File: src/rtl/core/fprb_pkg.sv
// Shared types and constants for the framed packet ring buffer.
// Used by the controller, the datapath and the top level; depends on nothing.
package fprb_pkg;

    localparam int BUFFER_BYTES_DEF = 2048;
    localparam int LEN_BYTES        = 4;
    localparam int STAMP_BYTES      = 8;
    localparam int HDR_BYTES        = LEN_BYTES + STAMP_BYTES;
    localparam int CNT_W            = $clog2(HDR_BYTES);
    localparam int LEN_W            = 12;

    typedef enum logic [1:0] {
        OP_BEGIN_WRITE = 2'd0,
        OP_WRITE_BYTE  = 2'd1,
        OP_BEGIN_READ  = 2'd2,
        OP_READ_BYTE   = 2'd3
    } t_op;

    typedef enum logic [2:0] {
        ST_OK       = 3'd0,
        ST_NO_SPACE = 3'd1,
        ST_EMPTY    = 3'd2,
        ST_BAD_LEN  = 3'd3,
        ST_NO_READ  = 3'd4,
        ST_NO_WRITE = 3'd5
    } t_status;

    typedef struct packed {
        t_op         operation;
        logic [10:0] payload_length;
        logic [62:0] time_stamp;
        logic [7:0]  data_in;
        logic [11:0] read_limit;
    } t_in_item;

    typedef struct packed {
        t_status     status;
        logic [7:0]  data_out;
        logic [10:0] packet_length;
        logic        last;
    } t_out_item;

    typedef enum logic [3:0] {
        DP_NONE,
        DP_BW_START,
        DP_HDR_BYTE,
        DP_WR_BYTE,
        DP_OPEN_REPEAT,
        DP_RH_START,
        DP_RH_STEP,
        DP_RH_CAPTURE,
        DP_RH_CHECK,
        DP_RB_START,
        DP_RB_OUT
    } t_dp_op;

    typedef struct packed {
        t_dp_op  op;
        logic    load_res;
        t_status status;
    } t_dp_cmd;

    typedef struct packed {
        logic wr_open;
        logic wr_fits;
        logic rd_open;
        logic empty;
        logic res_busy;
    } t_dp_stat;

endpackage

File: src/rtl/core/fprb_ctrl.sv
// Controller state machine of the framed packet ring buffer.
// Sequences header walks and byte reads; depends on fprb_pkg.
module fprb_ctrl (
    input  logic               i_clk,
    input  logic               i_rst_n,
    input  logic               i_in_valid,
    input  fprb_pkg::t_op      i_op,
    input  fprb_pkg::t_dp_stat i_stat,
    output logic               o_in_stall,
    output fprb_pkg::t_dp_cmd  o_cmd
);

    localparam int CW = fprb_pkg::CNT_W;

    typedef enum logic [2:0] {
        S_IDLE,
        S_HDR_WR,
        S_HDR_RD,
        S_CHECK,
        S_BYTE_RD
    } t_state;

    t_state            r_state;
    t_state            n_state;
    logic [CW-1:0]     r_cnt;
    logic [CW-1:0]     n_cnt;
    logic              accept;
    fprb_pkg::t_dp_cmd cmd;

    assign o_in_stall = (r_state != S_IDLE) || i_stat.res_busy;
    assign accept     = i_in_valid && !o_in_stall;
    assign o_cmd      = cmd;

    always_comb begin
        n_state      = r_state;
        n_cnt        = r_cnt;
        cmd.op       = fprb_pkg::DP_NONE;
        cmd.load_res = 1'b0;
        cmd.status   = fprb_pkg::ST_OK;
        unique case (r_state)
            S_IDLE: begin
                if (accept) begin
                    unique case (i_op)
                        fprb_pkg::OP_BEGIN_WRITE: begin
                            if (i_stat.wr_open || !i_stat.wr_fits) begin
                                cmd.load_res = 1'b1;
                                cmd.status   = fprb_pkg::ST_NO_SPACE;
                            end else begin
                                cmd.op  = fprb_pkg::DP_BW_START;
                                n_state = S_HDR_WR;
                                n_cnt   = '0;
                            end
                        end
                        fprb_pkg::OP_WRITE_BYTE: begin
                            cmd.load_res = 1'b1;
                            if (!i_stat.wr_open) begin
                                cmd.status = fprb_pkg::ST_NO_WRITE;
                            end else begin
                                cmd.op = fprb_pkg::DP_WR_BYTE;
                            end
                        end
                        fprb_pkg::OP_BEGIN_READ: begin
                            if (i_stat.rd_open) begin
                                cmd.op       = fprb_pkg::DP_OPEN_REPEAT;
                                cmd.load_res = 1'b1;
                            end else if (i_stat.empty) begin
                                cmd.load_res = 1'b1;
                                cmd.status   = fprb_pkg::ST_EMPTY;
                            end else begin
                                cmd.op  = fprb_pkg::DP_RH_START;
                                n_state = S_HDR_RD;
                                n_cnt   = '0;
                            end
                        end
                        fprb_pkg::OP_READ_BYTE: begin
                            if (!i_stat.rd_open) begin
                                cmd.load_res = 1'b1;
                                cmd.status   = fprb_pkg::ST_NO_READ;
                            end else begin
                                cmd.op  = fprb_pkg::DP_RB_START;
                                n_state = S_BYTE_RD;
                            end
                        end
                        default: begin
                            n_state = S_IDLE;
                        end
                    endcase
                end
            end
            S_HDR_WR: begin
                cmd.op = fprb_pkg::DP_HDR_BYTE;
                if (r_cnt == CW'(fprb_pkg::HDR_BYTES - 1)) begin
                    cmd.load_res = 1'b1;
                    n_state      = S_IDLE;
                end else begin
                    n_cnt = r_cnt + CW'(1);
                end
            end
            S_HDR_RD: begin
                if (r_cnt == CW'(fprb_pkg::LEN_BYTES - 1)) begin
                    cmd.op  = fprb_pkg::DP_RH_CAPTURE;
                    n_state = S_CHECK;
                end else begin
                    cmd.op = fprb_pkg::DP_RH_STEP;
                    n_cnt  = r_cnt + CW'(1);
                end
            end
            S_CHECK: begin
                cmd.op       = fprb_pkg::DP_RH_CHECK;
                cmd.load_res = 1'b1;
                n_state      = S_IDLE;
            end
            S_BYTE_RD: begin
                cmd.op       = fprb_pkg::DP_RB_OUT;
                cmd.load_res = 1'b1;
                n_state      = S_IDLE;
            end
            default: begin
                n_state = S_IDLE;
            end
        endcase
    end

    always_ff @(posedge i_clk) begin
        if (!i_rst_n) begin
            r_state <= S_IDLE;
            r_cnt   <= '0;
        end else begin
            r_state <= n_state;
            r_cnt   <= n_cnt;
        end
    end

endmodule

File: config.mk
export PLATFORM = sky130hd
export DESIGN_NAME = fprb_ctrl
export DESIGN_NICKNAME = d
export VERILOG_FILES = /design/src/rtl/core/fprb_pkg.sv /design/src/rtl/core/fprb_ctrl.sv
export SDC_FILE = /design/constraint.sdc
export NUM_CORES = 1
export LEC_CHECK = 0
export BUFFER_PORTS_ARGS = -buffer_cell sky130_fd_sc_hd__buf_2
export CAP_MARGIN = 20
export CORE_MARGIN = 5
export CORE_UTILIZATION = 50
export CTS_CLUSTER_SIZE = 16
export DETAILED_ROUTE_END_ITERATION = 8
export PLACE_DENSITY = 0.76
export SLEW_MARGIN = 5
export SYNTH_ARGS = -nofsm -noshare
export SYNTH_HDL_FRONTEND = slang
export SYNTH_SLANG_ARGS = --single-unit
File: constraint.sdc
create_clock -name i_clk -period 2.14 [get_ports i_clk]
set_input_delay 0.214 -clock i_clk [delete_from_list [all_inputs] [get_ports i_clk]]
set_output_delay 0.214 -clock i_clk [all_outputs]
set_load 0.01 [all_outputs]
=== After elaboration in Yosys (flattened, before gate mapping) ===
Index checks and enable logic that the tools add are counted.

* Add/subtract/negate cells: 1
* Eq/ne operators: 20
* Multiplexer cells: 34
* Reduce and logical (&&, ||, !) cells: 12

{| class="wikitable"
|+ Operator list
! kind !! count
|-
| 2-to-1 mux 4 bit || 10
|-
| 2-to-1 mux 3 bit || 11
|-
| case mux 8 bit (4 select lines) || 1
|-
| case mux 4 bit (5 select lines) || 1
|-
| case mux 3 bit (3 select lines) || 2
|-
| AND reduction 8 bit || 2
|-
| != test 3 bit, second input constant || 4
|-
| case mux 4 bit (3 select lines) || 1
|-
| != test 2 bit, second input constant || 5
|-
| 2-to-1 mux 8 bit || 1
|-
| case mux 4 bit (2 select lines) || 1
|-
| equality test 3 x 2 -> 1 bit, second input constant || 2
|-
| nonzero test 3 bit || 2
|-
| 2-to-1 mux 5 bit || 1
|-
| adder 4 x 1 -> 4 bit, second input constant || 1
|-
| equality test 2 bit, second input constant || 2
|-
| equality test 4 x 2 -> 1 bit, second input constant || 1
|-
| equality test 4 bit, second input constant || 1
|-
| != test 4 x 1 -> 1 bit, second input constant || 1
|-
| equality test 3 x 1 -> 1 bit, second input constant || 1
|-
| equality test 3 bit, second input constant || 1
|-
| logical NOT 3 bit || 1
|-
| 2-to-1 mux 1 bit || 3
|-
| != test 3 x 1 -> 1 bit, second input constant || 1
|-
| other kinds (8) || 10
|}

* Flip-flop bits (word level): 7
* Output and inout port bits: 9
* Word-level logic and storage cells: 69

=== Longest topological paths before layout ===
* Word-level depth: 6
* Mapped depth: 6
* Gate-level depth less buffers: 6

=== Worst setup path after synthesis ===
No wires, ideal clock.

* Path type: register to output
* From: register r_state[0]
* To: output o_cmd[7] in the netlist's numbering
* Arrival time: 1,456 ps
* Data required time: 1,926 ps
* Path slack: 470 ps
* Cell stages (with the launch flop): 7
* Buffers on the path: 1
* Cells stage by stage: dfxtp_1 buf_6 or3_1 nor2_4 nand4_1 a21boi_0 o21ai_1

{| class="wikitable"
|+ RTL lines
! what !! line !! source
|-
| from (decl) || fprb_ctrl.sv:23 || <nowiki>t_state r_state;</nowiki>
|-
| from (signal assigned) || fprb_ctrl.sv:129 || <nowiki>r_state <= n_state;</nowiki>
|-
| to (decl) || fprb_ctrl.sv:10 || <nowiki>output fprb_pkg::t_dp_cmd o_cmd</nowiki>
|}

==> impl_metrics.py <==
metrics = {
    "outcome": {
        "status": "completed",
    },
    "timing": {
        "tns_ps": 0,
        "min_period_over_period_pct": 93.6,
        "finalHoldViolCount": 0,
        "finClkSkew_ps": 1.99,
        "layout_setup_ws_ps": 137,
        "rsz0062_at_grt": "no",
        "min_period_ps": 2000,
        "worst_pin_slew_ps": 390,
        "maxSlewHeadroom_pct": 73.7,
        "fin_hold_ws_ps": 276,
        "fmax_ghz": 0.499,
        "drv_slew": 0,
        "finalSetupViolations": 0,
    },
    "floorplan": {
        "io_pins": 19,
        "die_area_mm2": 0.00236,
        "fp.dieW_um": 48.6,
        "start_util_pct": 51.1,
        "num_rows": 14,
        "die_h_um": 48.6,
        "core_area_mm2": 0.00145,
    },
    "routing": {
        "drt-initial-drc-count": 10,
        "postRouteAntennaNets": 0,
        "wirelength_mm": 1.66,
        "avgRoutedWirePerCell_um": 12.9,
        "route.detailed.drc": 0,
        "dr_total_vias": 764,
        "dr.pass1.iters": 4,
        "via_per_inst": 5.92,
    },
    "placed_design": {
        "placedCellCount": 125,
        "place_ws_ps": 353,
        "numPortBuffers": 18,
        "place_hpwl_mm": 1.32,
        "place_congestion": 0.817,
    },
    "clock_tree": {
        "ctsResizeCount": 0,
        "clock_path_buffers": 2,
        "clkSinkCount": 7,
        "cts_hold_buf": 0,
        "post_cts_buffers": 0,
        "clkLatencyLatePin_ps": 260,
        "clk_pin_slew_ps": 60,
        "numCtsBuffers": 3,
        "cts_tree": "done",
        "root_buffer": "clkbuf_4",
        "htree_levels": 1,
    },
    "final_layout": {
        "fin_nets": 125,
        "syn2layout_area_growth_pct": 11.6,
        "utilization_pct": 57.1,
        "drive_gt1_share_pct": 32.7,
        "diodes": 0,
        "layoutNonFillerInstCount": 129,
    },
    "synthesis": {
        "ys_top_cells_by_count": "nand2_1 (11), nor2_1 (8), dfxtp_1 (7), a21oi_1 (6)",
        "yosysTopAreaCellShare_pct": 18.9,
        "async_flop_share_pct": 0,
        "ys_seq_elements": 7,
        "synth-edff-count": 0,
        "netlist_instances": 96,
        "ys.flop_type": "dfxtp_1",
        "yosys.area_share.simple_pct": 38.9,
        "synth_top_family_by_area": "simple AND/OR/NAND/NOR gates",
        "ys_warn_count": 0,
        "synthTopCellsByArea": "dfxtp_1 (19%), nand2_1 (5.6%), nand2b_1 (4.2%)",
        "syn_area_um2": 743,
        "synth_top_cell_by_area": "dfxtp_1",
        "synth-compound-area-share_pct": 27.1,
        "yosysMostFrequentCell": "nand2_1",
        "syn_nets": 107,
        "synth_mux_area_share_pct": 3.37,
        "ys_types": 43,
        "synth_xor_area_share_pct": 0,
        "synth_fa_ha_area_share_pct": 1.68,
        "avgSynthCellArea_um2": 7.74,
        "synth-seq-area-share_pct": 18.9,
    },
    "global_routing": {
        "antenna_found_initial": 0,
        "first_global_vias": 705,
        "grt_max_degree": 15,
        "grt_util_met3_pct": 3.07,
        "gr-usage-met1_pct": 16.5,
        "gr-max-usage-layer": "met2",
        "grt_overflow": 0,
        "grt_first_pass_wirelength_mm": 2.89,
        "use_met2_pct": 27.2,
        "globalRouteTotalUtil_pct": 15.2,
    },
    "worst_setup_path": {
        "required_ps": 1930,
        "setup.worst_path.start_class": "register",
        "arrival_ps": 1790,
        "cp_slowest_stage_delay_ps": 420,
        "cp_slowest_cell": "or3_1",
        "cp_max_fo": 12,
        "crit_chain": "or3_1 > nor2_4 > nand4_1 > a21boi_0 > o21ai_1 > buf_2",
        "critPathCaptureType": "output pin",
        "crit_type": "reg -> out",
    },
    "run": {
        "cap_violations": 0,
    },
    "pwr": {
        "p_leak_uw": 0.000357,
        "p_per_area_mw_per_mm2": 507,
        "irDropWorstVdd_mv": 0.271,
    },
    "hold_path": {
        "hp-class": "in -> reg",
    },
}
[power breakdown]
group | total [µW] | switching, µW | internal (µW) | leakage (µW)
sequential | 148 | 11.2 | 136 | 0.0000575
clock | 126 | 54.7 | 71.5 | 0.0000150
combinational | 146 | 83.7 | 62.6 | 0.000285
[area by class of cell]
class                           count  area (µm²)
Fill cell                         144         624
Clock buffer                        4        26.3
Sequential cell                     7         143
Timing Repair Buffer               19        97.6
Inverter                            4        15.0
Multi-Input combinational cell     79         528
Tap cell                           16        20.0
[stage by stage]
stage	total power (µW)	instance area, µm²
2_1_floorplan	264	743
3_3_place_gp	294	801
3_5_place_dp	296	801
4_1_cts	424	827
5_1_grt	452	830
6_report	420	830
[per-layer routing]
layer / wire length (µm) / part of all wire [%]
met5: 0 / 0
met4: 43 / 2.6
met3: 64 / 3.8
met2: 845 / 51
met1: 710 / 43
[flip-flops by register name (all words and copies together), names as in the netlist]
signal / flops
r_cnt: 4
r_state: 3
[critical path, delay by kind of cell (launching register included)]
family | cells | cell delay, ps
buffers and inverters | 1 | 140
AOI/OAI and AO/OA | 2 | 260
and+or+nand+nor | 3 | 760
DFF | 1 | 370
[kinds of logic (layout without fill, tap and decap cells)]
family,after synthesis,after routing
AOI/OAI and AO/OA,27,27
adders and majority gates,1,1
buffers and inverters,10,27
DFF,7,7
and+or+nand+nor,49,49
muxes,2,2
[cell usage in the layout (no fill, tap or decap), types with 2 or more instances in the layout]
cell       n
a211oi_1   2
nand4b_1   2
dfxtp_1    5
nor3_1     2
nand2b_1   5
nand4_1    3
and2b_2    2
inv_1      4
o21ai_0    3
clkbuf_4   3
a31oi_1    3
or2b_2     2
nor2b_1    2
a21oi_1    6
buf_2     18
nand2_1   11
nand3_1    5
nor2_1     8
dfxtp_2    2
[path summary, 6_finish.rpt]
path	start	to	slack (ps)	cells after the start
worst min-delay path	i_rst_n	r_cnt[1]	280	3
worst min register to register	r_cnt[1]	r_cnt[1]	500	2
worst max register to register	r_cnt[0]	r_cnt[2]	380	5
worst max-delay path	r_state[0]	o_cmd[7]	140	6
Power figures use the tool's default switching activity.
